### src/hw/rtl/mp3fhd_pkg.sv
// Shared types, constants and lookup tables for the MP3 frame header decoder.
package mp3fhd_pkg;

    // Header field codes
    localparam logic [7:0] SYNC_BYTE    = 8'hFF;
    localparam logic [2:0] SYNC_TOP     = 3'b111;
    localparam logic [1:0] VER_MPEG1    = 2'd3;
    localparam logic [1:0] VER_MPEG2    = 2'd2;
    localparam logic [1:0] VER_RESERVED = 2'd1;
    localparam logic [1:0] VER_MPEG25   = 2'd0;
    localparam logic [1:0] LAYER_III    = 2'd1;
    localparam logic [3:0] BRI_FREE     = 4'd0;
    localparam logic [3:0] BRI_BAD      = 4'd15;
    localparam logic [1:0] SRI_RESERVED = 2'd3;
    localparam logic [1:0] MODE_MONO    = 2'd3;

    // Result constants
    localparam logic [10:0] SPF_MPEG1    = 11'd1152;
    localparam logic [10:0] SPF_MPEG2    = 11'd576;
    localparam logic [5:0]  SIDE_V1_MONO = 6'd17;
    localparam logic [5:0]  SIDE_V1_STER = 6'd32;
    localparam logic [5:0]  SIDE_V2_MONO = 6'd9;
    localparam logic [5:0]  SIDE_V2_STER = 6'd17;
    localparam logic [5:0]  HDR_BYTES    = 6'd4;
    localparam logic [5:0]  CRC_BYTES    = 6'd2;
    localparam logic [1:0]  CH_MONO      = 2'd1;
    localparam logic [1:0]  CH_STEREO    = 2'd2;

    // Reciprocal of 49 scaled by 2^23, rounded up; exact for numerators below 186413
    localparam int          RECIP_SHIFT = 23;
    localparam logic [17:0] RECIP_49    = 18'd171197;

    // Bitrate tables in kbit/s
    localparam logic [8:0] KBPS_V1 [16] = '{
        9'd0, 9'd32, 9'd40, 9'd48, 9'd56, 9'd64, 9'd80, 9'd96,
        9'd112, 9'd128, 9'd160, 9'd192, 9'd224, 9'd256, 9'd320, 9'd0};
    localparam logic [8:0] KBPS_V2 [16] = '{
        9'd0, 9'd8, 9'd16, 9'd24, 9'd32, 9'd40, 9'd48, 9'd56,
        9'd64, 9'd80, 9'd96, 9'd112, 9'd128, 9'd144, 9'd160, 9'd0};

    // Base sample rates in hertz
    localparam logic [15:0] BASE_RATE [4] = '{16'd44100, 16'd48000, 16'd32000, 16'd0};

    // Frame length is floor(kbps * scale / divisor); scale per rate index,
    // doubled for MPEG-2.5
    localparam logic [8:0] SCALE_STD [4] = '{9'd160, 9'd3, 9'd9, 9'd0};
    localparam logic [8:0] SCALE_V25 [4] = '{9'd320, 9'd6, 9'd18, 9'd0};

    typedef enum logic [1:0] {
        DIV_ONE = 2'd0,
        DIV_TWO = 2'd1,
        DIV_49  = 2'd2
    } div_sel_t;

    // Fields that ride along the whole pipeline
    typedef struct packed {
        logic        rej;
        logic [1:0]  version;
        logic        crc;
        logic [15:0] rate;
        logic        mono;
        logic        mpeg1;
        logic        pad;
        div_sel_t    div_sel;
    } hdr_info_t;

    // First stage beat
    typedef struct packed {
        hdr_info_t   info;
        logic [8:0]  kbps;
        logic [8:0]  scale;
    } parse_beat_t;

endpackage

### src/hw/rtl/mp3fhd_hdr_parse.sv
// First pipeline stage: sync and field checks, bitrate and sample-rate lookup.
module mp3fhd_hdr_parse
(
    input  logic                    clk,
    input  logic                    rst_n,
    input  logic                    accept,
    input  logic [31:0]             hdr_word,
    output logic                    beat_vld,
    output mp3fhd_pkg::parse_beat_t beat
);
    import mp3fhd_pkg::*;

    logic [7:0]  b0;
    logic [7:0]  b1;
    logic [7:0]  b2;
    logic [7:0]  b3;
    logic [1:0]  ver;
    logic [1:0]  layer;
    logic [3:0]  bri;
    logic [1:0]  sri;
    logic        mpeg1;
    logic [15:0] base;
    logic        vld_reg;
    logic        vld_next;
    parse_beat_t beat_reg;
    parse_beat_t beat_next;

    assign b0    = hdr_word[31:24];
    assign b1    = hdr_word[23:16];
    assign b2    = hdr_word[15:8];
    assign b3    = hdr_word[7:0];
    assign ver   = b1[4:3];
    assign layer = b1[2:1];
    assign bri   = b2[7:4];
    assign sri   = b2[3:2];
    assign mpeg1 = (ver == VER_MPEG1);
    assign base  = BASE_RATE[sri];

    // Decode the header fields
    always_comb
    begin
        beat_next.info.rej = (b0 != SYNC_BYTE) || (b1[7:5] != SYNC_TOP)
                             || (ver == VER_RESERVED) || (layer != LAYER_III)
                             || (bri == BRI_FREE) || (bri == BRI_BAD)
                             || (sri == SRI_RESERVED);
        beat_next.info.version = ver;
        beat_next.info.crc     = ~b1[0];
        beat_next.info.mono    = (b3[7:6] == MODE_MONO);
        beat_next.info.mpeg1   = mpeg1;
        beat_next.info.pad     = b2[1];
        unique case (ver)
            VER_MPEG2:  beat_next.info.rate = {1'b0, base[15:1]};
            VER_MPEG25: beat_next.info.rate = {2'b00, base[15:2]};
            default:    beat_next.info.rate = base;
        endcase
        unique case (sri)
            2'd0:    beat_next.info.div_sel = DIV_49;
            2'd2:    beat_next.info.div_sel = DIV_TWO;
            default: beat_next.info.div_sel = DIV_ONE;
        endcase
        beat_next.kbps  = mpeg1 ? KBPS_V1[bri] : KBPS_V2[bri];
        beat_next.scale = (ver == VER_MPEG25) ? SCALE_V25[sri] : SCALE_STD[sri];
    end

    assign vld_next = accept;

    // Advance the valid bit
    always_ff @(posedge clk or negedge rst_n)
    begin
        if (!rst_n)
        begin
            vld_reg <= 1'b0;
        end
        else
        begin
            vld_reg <= vld_next;
        end
    end

    // Hold the decoded beat
    always_ff @(posedge clk)
    begin
        beat_reg <= beat_next;
    end

    assign beat_vld = vld_reg;
    assign beat     = beat_reg;

endmodule

### src/hw/rtl/mp3_frame_header_decode.sv
// Top level of the MP3 frame header decoder: frame length pipeline and result registers.
//
// Usage: drive header_word with four header bytes (first byte in bits 31..24)
// and pulse start. busy is tied low, so a header is taken on every cycle that
// start is high; one header may enter each clock.
// Each header gives exactly one result, shown for one cycle with done high.
// Throughput is one header per cycle. Each header passes through four
// register stages: field decode and table lookup, bitrate scaling
// multiply, multiply by the reciprocal of 49, and the final quotient
// select, padding add and length check.
// A rejected header (bad sync, reserved version, not Layer III, free-format
// or illegal bitrate, reserved sample rate) returns all fields zero. A header
// whose frame is too short for header, CRC and side information returns
// valid_res low with the decoded fields.
// Reset clears the stage valid bits, so no result appears after reset until
// a new header is taken. The receiver cannot stall: done is a strobe and
// the result must be captured in the cycle it is shown.
module mp3_frame_header_decode
(
    input  logic        clk,
    input  logic        rst_n,
    input  logic        start,
    output logic        busy,
    input  logic [31:0] header_word,
    output logic        done,
    output logic        valid_res,
    output logic [1:0]  version,
    output logic        crc_present,
    output logic [15:0] sample_rate,
    output logic [1:0]  channel_count,
    output logic [10:0] samples_per_frame,
    output logic [10:0] frame_bytes,
    output logic [5:0]  side_info_bytes
);
    import mp3fhd_pkg::*;

    logic        accept;
    logic        s1_vld;
    parse_beat_t s1_beat;

    logic        s2_vld_reg;
    logic        s2_vld_next;
    hdr_info_t   s2_info_reg;
    logic [15:0] s2_num_reg;
    logic [15:0] s2_num_next;

    logic        s3_vld_reg;
    hdr_info_t   s3_info_reg;
    logic [15:0] s3_num_reg;
    logic [33:0] s3_prod_reg;
    logic [33:0] s3_prod_next;

    logic [10:0] quot;
    logic [10:0] bytes;
    logic [5:0]  side;
    logic [5:0]  thresh;

    logic        done_reg;
    logic        valid_res_reg;
    logic        valid_res_next;
    logic [1:0]  version_reg;
    logic [1:0]  version_next;
    logic        crc_reg;
    logic        crc_next;
    logic [15:0] rate_reg;
    logic [15:0] rate_next;
    logic [1:0]  chan_reg;
    logic [1:0]  chan_next;
    logic [10:0] spf_reg;
    logic [10:0] spf_next;
    logic [10:0] bytes_reg;
    logic [10:0] bytes_next;
    logic [5:0]  side_reg;
    logic [5:0]  side_next;

    assign busy   = 1'b0;
    assign accept = start & ~busy;

    mp3fhd_hdr_parse u_parse
    (
        .clk      (clk),
        .rst_n    (rst_n),
        .accept   (accept),
        .hdr_word (header_word),
        .beat_vld (s1_vld),
        .beat     (s1_beat)
    );

    // Scale the bitrate
    assign s2_vld_next = s1_vld;
    assign s2_num_next = 16'({9'd0, s1_beat.kbps} * {9'd0, s1_beat.scale});

    // Multiply by the reciprocal of 49
    assign s3_prod_next = s2_num_reg * RECIP_49;

    // Advance the valid bits
    always_ff @(posedge clk or negedge rst_n)
    begin
        if (!rst_n)
        begin
            s2_vld_reg <= 1'b0;
            s3_vld_reg <= 1'b0;
            done_reg   <= 1'b0;
        end
        else
        begin
            s2_vld_reg <= s2_vld_next;
            s3_vld_reg <= s2_vld_reg;
            done_reg   <= s3_vld_reg;
        end
    end

    // Hold the payload of each stage
    always_ff @(posedge clk)
    begin
        s2_info_reg   <= s1_beat.info;
        s2_num_reg    <= s2_num_next;
        s3_info_reg   <= s2_info_reg;
        s3_num_reg    <= s2_num_reg;
        s3_prod_reg   <= s3_prod_next;
        valid_res_reg <= valid_res_next;
        version_reg   <= version_next;
        crc_reg       <= crc_next;
        rate_reg      <= rate_next;
        chan_reg      <= chan_next;
        spf_reg       <= spf_next;
        bytes_reg     <= bytes_next;
        side_reg      <= side_next;
    end

    // Pick the quotient, add padding, check the frame is long enough
    always_comb
    begin
        unique case (s3_info_reg.div_sel)
            DIV_49:  quot = s3_prod_reg[RECIP_SHIFT +: 11];
            DIV_TWO: quot = s3_num_reg[11:1];
            default: quot = s3_num_reg[10:0];
        endcase
        bytes = quot + {10'd0, s3_info_reg.pad};
        if (s3_info_reg.mpeg1)
        begin
            side = s3_info_reg.mono ? SIDE_V1_MONO : SIDE_V1_STER;
        end
        else
        begin
            side = s3_info_reg.mono ? SIDE_V2_MONO : SIDE_V2_STER;
        end
        thresh = HDR_BYTES + (s3_info_reg.crc ? CRC_BYTES : 6'd0) + side;

        if (s3_info_reg.rej)
        begin
            valid_res_next = 1'b0;
            version_next   = 2'd0;
            crc_next       = 1'b0;
            rate_next      = 16'd0;
            chan_next      = 2'd0;
            spf_next       = 11'd0;
            bytes_next     = 11'd0;
            side_next      = 6'd0;
        end
        else
        begin
            valid_res_next = (bytes > {5'd0, thresh});
            version_next   = s3_info_reg.version;
            crc_next       = s3_info_reg.crc;
            rate_next      = s3_info_reg.rate;
            chan_next      = s3_info_reg.mono ? CH_MONO : CH_STEREO;
            spf_next       = s3_info_reg.mpeg1 ? SPF_MPEG1 : SPF_MPEG2;
            bytes_next     = bytes;
            side_next      = side;
        end
    end

    assign done              = done_reg;
    assign valid_res         = valid_res_reg;
    assign version           = version_reg;
    assign crc_present       = crc_reg;
    assign sample_rate       = rate_reg;
    assign channel_count     = chan_reg;
    assign samples_per_frame = spf_reg;
    assign frame_bytes       = bytes_reg;
    assign side_info_bytes   = side_reg;

endmodule

### config.mk
export PLATFORM = sky130hd
export DESIGN_NAME = mp3_frame_header_decode
export DESIGN_NICKNAME = d
export VERILOG_FILES = /design/src/hw/rtl/mp3fhd_pkg.sv /design/src/hw/rtl/mp3fhd_hdr_parse.sv /design/src/hw/rtl/mp3_frame_header_decode.sv
export SDC_FILE = /design/constraint.sdc
export NUM_CORES = 1
export LEC_CHECK = 0
export ABC_CLOCK_PERIOD_IN_PS = 6600
export BUFFER_PORTS_ARGS = -buffer_cell sky130_fd_sc_hd__buf_2
export CAP_MARGIN = 20
export CORE_MARGIN = 2
export CORE_UTILIZATION = 50
export CTS_CLUSTER_DIAMETER = 60
export DETAILED_ROUTE_END_ITERATION = 10
export MAX_ROUTING_LAYER = met4
export PLACE_DENSITY = 0.68
export SLEW_MARGIN = 20
export SYNTH_ARGS = -nofsm -noshare
export SYNTH_HDL_FRONTEND = slang
export SYNTH_SLANG_ARGS = --single-unit
### constraint.sdc
create_clock -name clk -period 6.6 [get_ports clk]
set_clock_uncertainty 0.1 [all_clocks]
set_input_delay 1.98 -clock clk [delete_from_list [all_inputs] [get_ports clk]]
set_output_delay 1.98 -clock clk [all_outputs]
set_load 0.1 [all_outputs]
==> results.json, run 1 <==
{
  "cts-resized-gates": 0,
  "utilization_pct": 57.1,
  "yosys_register_bits": 156,
  "cp-end-kind": "flop",
  "synth.cell_area_sq_mm": 0.0105,
  "grt_start_max_net_pins": 38,
  "hold_violations": 0,
  "num_vias": 6579,
  "insertedDiodeCount": 0,
  "nets": 1380,
  "slew_headroom_pct": 60.1,
  "cts_setup_buffers": 0,
  "cts_made_buffers": 17,
  "io_buffer_count": 68,
  "finalPower_mw": 4.14,
  "synth_area_leaders": "dfxtp_1, ha_1, fa_1",
  "vdd_ir_drop_max_uv": 229,
  "layoutNonFillerInstCount": 1349,
  "cp_slowest_cell": "dfxtp_1",
  "synth_top_cells_by_count": "inv_1, ha_1, dfxtp_1",
  "critical_path.top_delay_family": "adder cells",
  "worst_ep_arrival_time_ns": 6.01,
  "path_buf_inv": 2,
  "internal-power_mw": 2.44,
  "swShare_pct": 41.1,
  "synth.distinct_cells": 63,
  "ios": 87,
  "drc_errors": 0,
  "vias_per_cell": 4.88,
  "clock_path_buffers": 2,
  "grt_pass1_wl_um": 32400,
  "syn-mean-instance-area_sq_um": 10.6,
  "drt-total-wl_um": 18800,
  "drive_gt1_share_pct": 12.4,
  "ant_nets": 0,
  "path_class": "reg2reg",
  "final_cell_area_sq_mm": 0.0117,
  "synthCells": 992,
  "place.gp.congestion": 0.887,
  "setup_tns_ns": 0,
  "grt_pass1_vias": 6917,
  "synth-seq-area-share_pct": 30.0,
  "synthFlopType": "dfxtp_1",
  "fill_cells": 1751,
  "drtPass1Iterations": 4,
  "slew_violations": 0,
  "setup_viol": 0,
  "syn_to_final_growth_pct": 11.2,
  "placed_cell_area_sq_mm": 0.0111,
  "period_needed_ns": 5.81,
  "synth_top_area_cell": "dfxtp_1",
  "clkTransAtPathRegs_ns": 0.07,
  "synth_top_area_share_pct": 29.0,
  "worst_pin_slew_ns": 0.599,
  "clock_latency_ns": 0.42,
  "clock_power_share_pct": 23.0,
  "start_kind": "flop",
  "start_util_pct": 51.4,
  "design.core.area_sq_mm": 0.0204,
  "cts_tree": "yes",
  "crit_chain": "fa_1 > inv_1 > fa_1 > fa_1 > inv_1 > fa_1 > fa_1 > ha_1 > ha_1 > a21o_1 > a31oi_1 > or3_1 > nand4b_1 > o41ai_4 > o21ai_2 > xor2_1",
  "rsz0062_at_grt": "no",
  "async_flop_share_pct": 2.56,
  "critPathMaxFanout": 8,
  "power.leakage_nw": 6.14,
  "root_buffer": "clkbuf_16",
  "seq_power_share_pct": 26.2,
  "powerDensity_mw_per_mm2": 355,
  "multiInputGateArea_sq_mm": 0.00647,
  "cts.sinks": 156,
  "hold_class": "reg2reg",
  "fmaxAchievable_ghz": 0.172,
  "drt-initial-drc-count": 226,
  "combinationalPowerShare_pct": 50.8,
  "die_y_um": 149,
  "cts.htree.levels": 4,
  "placed_cells": 1317,
  "critPathMaxStageDelay_ns": 0.60,
  "die_area_sq_mm": 0.0222,
  "placementRows": 52,
  "place_ws_ns": 0.788,
  "cp_common_cell": "fa_1",
  "synth_edf_count": 0,
  "die_x_um": 149,
  "status": "finished, final reports clean",
  "largest_reg_flops": 36,
  "layout_setup_ws_ns": 0.792,
  "antenna_found_initial": 0,
  "maxCapViolCount": 0,
  "gr-total-overflow": 0,
  "period_share_pct": 88.0,
  "p_sw_mw": 1.70,
  "cts_hold_buf": 0,
  "dp_hpwl_um": 15400,
  "seqCellArea_sq_mm": 0.00314,
  "wl_per_cell_um": 14.0,
  "synth.yosys.warnings": 0,
  "holdWs_ns": 0.222,
  "crit_required_ns": 6.80,
  "gr-usage-all-layers_pct": 19.1,
  "synth_most_common_cell": "inv_1"
}
-- final cells by class --
type,instances,area share [%]
clock buffers,17,3.64
inverters,197,6.34
flip-flops and latches,156,26.9
multi-input cells,620,55.4
well taps,270,2.89
clock inverters,15,1.48
repair buffers,74,3.30
-- worst reg2reg max path: stages, from the launching register on --
cell and delay (ns):
dfxtp_1 0.60, fa_1 0.54, inv_1 0.15, fa_1 0.45
fa_1 0.55, inv_1 0.05, fa_1 0.52, fa_1 0.51
ha_1 0.30, ha_1 0.33, a21o_1 0.20, a31oi_1 0.15
or3_1 0.18, nand4b_1 0.25, o41ai_4 0.56, o21ai_2 0.12
xor2_1 0.15
-- routing by layer --
metal  GRT usage [%]  vias to the layer above  part of all wire, %
met5               -                        -                    0
met4            6.19                        0                  2.1
met3            3.03                       23                  2.9
met2            31.9                      101                   49
met1            23.8                     3151                   46
li1                -                     3304                    -
-- placed cells by master (no fill, tap or decap), types with 3 or more instances in the layout --
cell,synthesis,routed
and2_1,36,36
dfrtp_1,4,4
o211ai_1,4,4
a211oi_1,4,4
nand3_1,8,8
o21ai_0,21,21
ha_1,174,174
nand4_1,6,6
o21ai_2,4,4
xnor2_1,22,22
nor2b_1,29,29
a22oi_1,4,4
buf_4,15,6
fa_1,105,105
a21oi_1,22,22
o21ai_1,5,5
inv_8,0,5
nand2b_1,4,4
clkinv_8,0,4
mux2_2,4,4
conb_1,1,11
or3_1,5,5
a221o_1,3,3
inv_6,0,4
mux2i_1,4,4
nor3_1,5,5
dfxtp_1,152,152
or2_2,3,3
clkbuf_16,0,17
a31oi_1,5,5
a21o_1,10,10
xor2_1,10,10
nand2_1,41,41
nand4b_1,4,4
buf_2,0,68
o21bai_1,3,3
inv_1,195,195
nor2_1,33,33
-- path summary, 6_finish.rpt --
path,to,start,depth (start not counted),slack [ns]
max,s3_prod_reg[32]$_DFF_P_,s2_num_reg[15]$_DFF_P_,16,0.79
min,s3_info_reg[3]$_DFF_P_,s2_info_reg[3]$_DFF_P_,0,0.22
max reg2reg,s3_prod_reg[32]$_DFF_P_,s2_num_reg[15]$_DFF_P_,16,0.79
min reg2reg,s3_info_reg[3]$_DFF_P_,s2_info_reg[3]$_DFF_P_,0,0.22
max in group asynchronous,s3_vld_reg$_DFF_PN0_,rst_n,1,5.03
min in group asynchronous,done$_DFF_PN0_,rst_n,1,1.26
-- power by group through the flow --
stage          clock network, mW  logic (mW)  registers [mW]
2_1_floorplan                  0        1.64            1.09
3_3_place_gp                   0        2.07            1.11
3_5_place_dp                   0        2.11            1.11
4_1_cts                    0.972        2.14            1.09
5_1_grt                     1.01        2.52            1.09
6_report                   0.951        2.10            1.08
-- cells by family after synthesis --
family | Yosys count | synth area share (%)
simple gates | 190 | 10.1
compound gates | 99 | 6.68
fa+ha+maj | 279 | 40.8
other cells | 1 | 0.0357
flops | 156 | 30.0
mux | 9 | 1.03
buf+inv | 226 | 8.76
xor+xnor | 32 | 2.67
Power figures use the tool's default switching activity.
==> run 2: changes to the inputs <==
--- a/config.mk
+++ b/config.mk
@@ -5,7 +5,7 @@
 export SDC_FILE = /design/constraint.sdc
 export NUM_CORES = 1
 export LEC_CHECK = 0
-export ABC_CLOCK_PERIOD_IN_PS = 6600
+export ABC_CLOCK_PERIOD_IN_PS = 7310
 export BUFFER_PORTS_ARGS = -buffer_cell sky130_fd_sc_hd__buf_2
 export CAP_MARGIN = 20
 export CORE_MARGIN = 2
@@ -13,7 +13,7 @@
 export CTS_CLUSTER_DIAMETER = 60
 export DETAILED_ROUTE_END_ITERATION = 10
 export MAX_ROUTING_LAYER = met4
-export PLACE_DENSITY = 0.68
+export PLACE_DENSITY = 0.69
 export SLEW_MARGIN = 20
 export SYNTH_ARGS = -nofsm -noshare
 export SYNTH_HDL_FRONTEND = slang
==> constraint.sdc (replaced) <==
create_clock -name clk -period 7.31 [get_ports clk]
set_clock_uncertainty 0.1 [all_clocks]
set_input_delay 2.193 -clock clk [delete_from_list [all_inputs] [get_ports clk]]
set_output_delay 2.193 -clock clk [all_outputs]
set_load 0.1 [all_outputs]
==> results.json, run 2 (same netlist as run 1, synthesis figures left out) <==
{
  "gr-usage-met1_pct": 24.3,
  "internal-power_mw": 2.22,
  "start_util_pct": 51.4,
  "swShare_pct": 40.4,
  "hold_violations": 0,
  "maxCapViolCount": 0,
  "start_kind": "flop",
  "ios": 87,
  "nets": 1375,
  "worst_ep_arrival_time_ns": 6.06,
  "rr_endpoint": "s3_prod_reg[32]$_DFF_P_",
  "grt_pass1_vias": 6853,
  "period_share_pct": 80.3,
  "drt-initial-drc-count": 199,
  "clock_latency_ns": 0.41,
  "die_x_um": 149,
  "cts_hold_buf": 0,
  "root_buffer": "clkbuf_16",
  "vias_per_cell": 4.86,
  "clock_power_share_pct": 22.9,
  "top_usage_layer": "met2",
  "p_sw_mw": 1.50,
  "insertedDiodeCount": 0,
  "hold_path_depth": 0,
  "rsz0062_at_grt": "no",
  "utilization_pct": 56.9,
  "hold_end": "s3_info_reg[21]$_DFF_P_",
  "hold_class": "reg2reg",
  "placementRows": 52,
  "critPathMaxFanout": 10,
  "fmaxAchievable_ghz": 0.170,
  "combinationalPowerShare_pct": 50.5,
  "final_common_cell": "inv_1",
  "path_class": "reg2reg",
  "power.leakage_nw": 6.11,
  "seq_power_share_pct": 26.7,
  "met3_usage_pct": 2.78,
  "wl_per_cell_um": 14.0,
  "fill_cells": 1791,
  "cts-resized-gates": 0,
  "timing.rr.start": "s2_num_reg[14]$_DFF_P_",
  "setup_viol": 0,
  "dp_hpwl_um": 15300,
  "status": "finished, final reports clean",
  "drive_gt1_share_pct": 12.0,
  "use_met2_pct": 32.0,
  "largest_reg_flops": 36,
  "crit_required_ns": 7.51,
  "reg2reg_setup_slack_ns": 1.44,
  "clkTransAtPathRegs_ns": 0.06,
  "gr-usage-all-layers_pct": 19.0,
  "layout.cells.most_common_list": "inv_1, ha_1, dfxtp_1, fa_1, buf_2",
  "num_vias": 6538,
  "gr-total-overflow": 0,
  "slew_headroom_pct": 59.8,
  "design.core.area_sq_mm": 0.0204,
  "grt_pass1_wl_um": 32400,
  "vdd_ir_drop_max_uv": 214,
  "powerDensity_mw_per_mm2": 320,
  "r2r_cells": 16,
  "slew_violations": 0,
  "die_area_sq_mm": 0.0222,
  "place.gp.congestion": 0.870,
  "cts_setup_buffers": 0,
  "setup_tns_ns": 0,
  "cp-end-kind": "flop",
  "io_buffer_count": 68,
  "cts.sinks": 156,
  "ant_nets": 0,
  "antenna_found_initial": 0,
  "die_y_um": 149,
  "min_from": "s2_info_reg[21]$_DFF_P_",
  "drtPass1Iterations": 4,
  "worst_pin_slew_ns": 0.603,
  "period_needed_ns": 5.87,
  "cts_made_buffers": 17,
  "cts.htree.levels": 4,
  "syn_to_final_growth_pct": 10.7,
  "cts_tree": "yes",
  "drc_errors": 0,
  "clock_path_buffers": 2,
  "grt_start_max_net_pins": 38,
  "drt-total-wl_um": 18800
}
==> run 2: critical path, stage by stage, from the launching register on <==
cell and delay, ns:
dfxtp_1 0.64, fa_1 0.56, inv_1 0.15, fa_1 0.44
fa_1 0.55, inv_1 0.05, fa_1 0.52, fa_1 0.52
ha_1 0.31, ha_1 0.33, a21o_1 0.21, a31oi_1 0.13
or3_1 0.18, nand4b_1 0.26, o41ai_4 0.53, o21ai_2 0.12
xor2_1 0.15
==> run 2: routing by layer <==
metal | vias to the layer above | routed length [um]
met2 | 94 | 9300
met1 | 3143 | 8660
met4 | 0 | 279
met3 | 17 | 529
li1 | 3284 | -
met5 | - | 0
==> run 2: power groups by stage <==
stage	sequential, mW	combinational, mW	clock, mW
floorplan	0.983	1.48	0
global placement	1.01	1.85	0
detailed placement	1.01	1.90	0
CTS	0.992	1.92	0.867
global route	1.00	2.23	0.904
finish	0.992	1.88	0.851
==> run 2: layout make-up <==
cell class                 instances  area [sq um]  share of cell area (%)
clock buffer                      17           425                    3.66
clock inverter                    15           154                    1.32
tap                              270           338                    2.91
multi-input combinational        620          6470                    55.7
timing repair buffer              69           348                    2.99
inverter                         197           739                    6.37
sequential                       156          3140                    27.1
==> run 2: worst max path at each step <==
stage	from	cells past startpoint	end
finish	s2_num_reg[14]$_DFF_P_	16	s3_prod_reg[32]$_DFF_P_
global route	s2_num_reg[14]$_DFF_P_	17	s3_prod_reg[32]$_DFF_P_
global placement	s2_num_reg[14]$_DFF_P_	16	s3_prod_reg[32]$_DFF_P_
detailed placement	s2_num_reg[14]$_DFF_P_	16	s3_prod_reg[32]$_DFF_P_
CTS	s2_num_reg[14]$_DFF_P_	16	s3_prod_reg[32]$_DFF_P_
floorplan	s2_num_reg[14]$_DFF_P_	16	s3_prod_reg[32]$_DFF_P_
==> run 2: stage by stage <==
stage / hold WS, ns / cells / power (mW) / cell area, sq um / setup slack (ns)
3_5_place_dp: 0.212 / 1312 / 2.91 / 11000 / 1.43
6_report: 0.223 / 1344 / 3.72 / 11600 / 1.44
4_1_cts: 0.224 / 1344 / 3.78 / 11600 / 1.41
5_1_grt: 0.230 / 1344 / 4.14 / 11600 / 1.12
3_3_place_gp: 0.210 / 1312 / 2.86 / 11000 / 1.47
2_1_floorplan: 0.210 / 1002 / 2.46 / 10500 / 2.00
==> run 3: changes to the inputs <==
--- a/config.mk
+++ b/config.mk
@@ -5,7 +5,7 @@
 export SDC_FILE = /design/constraint.sdc
 export NUM_CORES = 1
 export LEC_CHECK = 0
-export ABC_CLOCK_PERIOD_IN_PS = 7310
+export ABC_CLOCK_PERIOD_IN_PS = 5680
 export BUFFER_PORTS_ARGS = -buffer_cell sky130_fd_sc_hd__buf_2
 export CAP_MARGIN = 20
 export CORE_MARGIN = 2
==> constraint.sdc (replaced) <==
create_clock -name clk -period 5.68 [get_ports clk]
set_clock_uncertainty 0.1 [all_clocks]
set_input_delay 1.704 -clock clk [delete_from_list [all_inputs] [get_ports clk]]
set_output_delay 1.704 -clock clk [all_outputs]
set_load 0.1 [all_outputs]
==> results.json, run 3 (same netlist as run 1, synthesis figures left out) <==
{
  "cts_hold_buf": 0,
  "rsz0062_at_grt": "no",
  "cp-end-kind": "flop",
  "syn_to_final_growth_pct": 12.8,
  "status": "finished, final reports clean",
  "cts_made_buffers": 17,
  "vdd_ir_drop_max_uv": 249,
  "ant_nets": 0,
  "fmaxAchievable_ghz": 0.181,
  "placementRows": 52,
  "start_util_pct": 51.4,
  "cts.htree.levels": 4,
  "setup_viol": 0,
  "min_from": "u_parse.beat[39]$_DFF_P_",
  "layout.cells.most_common_list": "inv_1, ha_1, dfxtp_1, fa_1, buf_2",
  "cp_common_cell": "fa_1",
  "gr-usage-all-layers_pct": 19.0,
  "placed_cell_area_sq_mm": 0.0112,
  "powerDensity_mw_per_mm2": 421,
  "clock_latency_ns": 0.41,
  "worst_pin_slew_ns": 0.569,
  "path_class": "reg2reg",
  "slew_headroom_pct": 62.0,
  "vias_per_cell": 4.83,
  "maxCapViolCount": 0,
  "cp_slowest_cell": "fa_1",
  "drc_errors": 0,
  "grt_pass1_vias": 6782,
  "critPathMaxFanout": 4,
  "wl_per_cell_um": 13.8,
  "final_cell_area_sq_mm": 0.0118,
  "period_share_pct": 97.2,
  "worst_ep_arrival_time_ns": 5.75,
  "cts.sinks": 156,
  "final_common_cell": "inv_1",
  "hold_violations": 0,
  "num_vias": 6602,
  "die_x_um": 149,
  "critPathMaxStageDelay_ns": 0.60,
  "gr-total-overflow": 0,
  "io_buffer_count": 68,
  "cts_tree": "yes",
  "antenna_found_initial": 0,
  "largest_reg_flops": 36,
  "period_needed_ns": 5.52,
  "r2r_cells": 16,
  "drive_gt1_share_pct": 14.9,
  "start_kind": "flop",
  "power.leakage_nw": 6.24,
  "crit_chain": "fa_1 > inv_1 > fa_1 > fa_1 > inv_1 > fa_1 > fa_1 > ha_1 > ha_1 > nand4_1 > or4_4 > nor2_4 > o41ai_4 > buf_4 > o21bai_2 > xor2_1",
  "slew_violations": 0,
  "grt_pass1_wl_um": 32100,
  "design.core.area_sq_mm": 0.0204,
  "hold_class": "reg2reg",
  "dp_hpwl_um": 15600,
  "crit_start": "s2_num_reg[14]$_DFF_P_",
  "die_area_sq_mm": 0.0222,
  "grt_start_max_net_pins": 38,
  "nets": 1399,
  "root_buffer": "clkbuf_16",
  "drtPass1Iterations": 7,
  "insertedDiodeCount": 0,
  "drt-total-wl_um": 18900,
  "hold_path_depth": 0,
  "crit_required_ns": 5.91,
  "drt-initial-drc-count": 222,
  "timing.rr.start": "s2_num_reg[14]$_DFF_P_",
  "fill_cells": 1733,
  "finalPower_mw": 4.98,
  "place.gp.congestion": 0.941,
  "ios": 87,
  "clock_path_buffers": 2,
  "die_y_um": 149,
  "setup_tns_ns": 0,
  "clkTransAtPathRegs_ns": 0.07
}
run 3: changes by cell type in the layout (fill, tap and decap cells not counted), moves of 2 or more:
cell | previous run | this run
dfxtp_1 | 152 | 148
clkinv_8 | 0 | 3
dfxtp_2 | 0 | 4
buf_4 | 1 | 25
clkinvlp_4 | 2 | 0
run 3: area by class of cell:
cell class	count	area [sq um]	share of cell area [%]
Sequential cell	156	3150	26.6
Clock buffer	17	425	3.59
Tap cell	270	338	2.85
Timing Repair Buffer	93	528	4.46
Inverter	197	739	6.24
Multi-Input combinational cell	620	6500	54.9
Clock inverter	15	164	1.38
run 3: metal layers:
layer,vias to the layer above,GRT usage (%),routed length (um)
met5,-,-,0
met4,0,6.48,477
met3,20,3.09,635
met2,121,30.7,9150
met1,3127,24.4,8630
li1,3334,-,-
run 3: critical path: cells and delay by family, from the launching register on:
kind | cells | cell delay (ns)
and+or+nand+nor | 3 | 0.96
xor gates and xnor gates | 1 | 0.17
adders and majority gates | 7 | 3.31
DFF | 1 | 0.33
buffers and inverters | 3 | 0.34
AOI/OAI and AO/OA | 2 | 0.24
run 3: per-stage QoR:
step                      hold slack (ns)  utilization, %  std cells  setup WS, ns
after floorplan                     0.210               -       1002         0.372
after global routing                0.231            58.0       1368       0.00438
after global placement              0.210            54.8       1334         0.162
final                               0.224            58.0       1368         0.160
after detailed placement            0.212            54.8       1334        0.0722
after CTS                           0.223            57.7       1366        0.0672
run 3: path summary, 6_finish.rpt:
path	endpoint	slack, ns
max	s3_prod_reg[29]$_DFF_P_	0.16
min	s2_info_reg[21]$_DFF_P_	0.22
max reg2reg	s3_prod_reg[29]$_DFF_P_	0.16
min reg2reg	s2_info_reg[21]$_DFF_P_	0.22
max in group asynchronous	u_parse.beat_vld$_DFF_PN0_	4.37
min in group asynchronous	s3_vld_reg$_DFF_PN0_	0.98
run 3: report_power, final:
part           leakage (nW)  internal (mW)  switching [mW]
combinational          4.65           1.16            1.48
sequential             1.30           1.19          0.0662
clock                 0.289          0.591           0.496
run 3: repair_timing:
action / in CTS / in global routing
setup buffers: 0 / 2
setup endpoints to repair: 0 / 7
gates resized for setup: 0 / 11
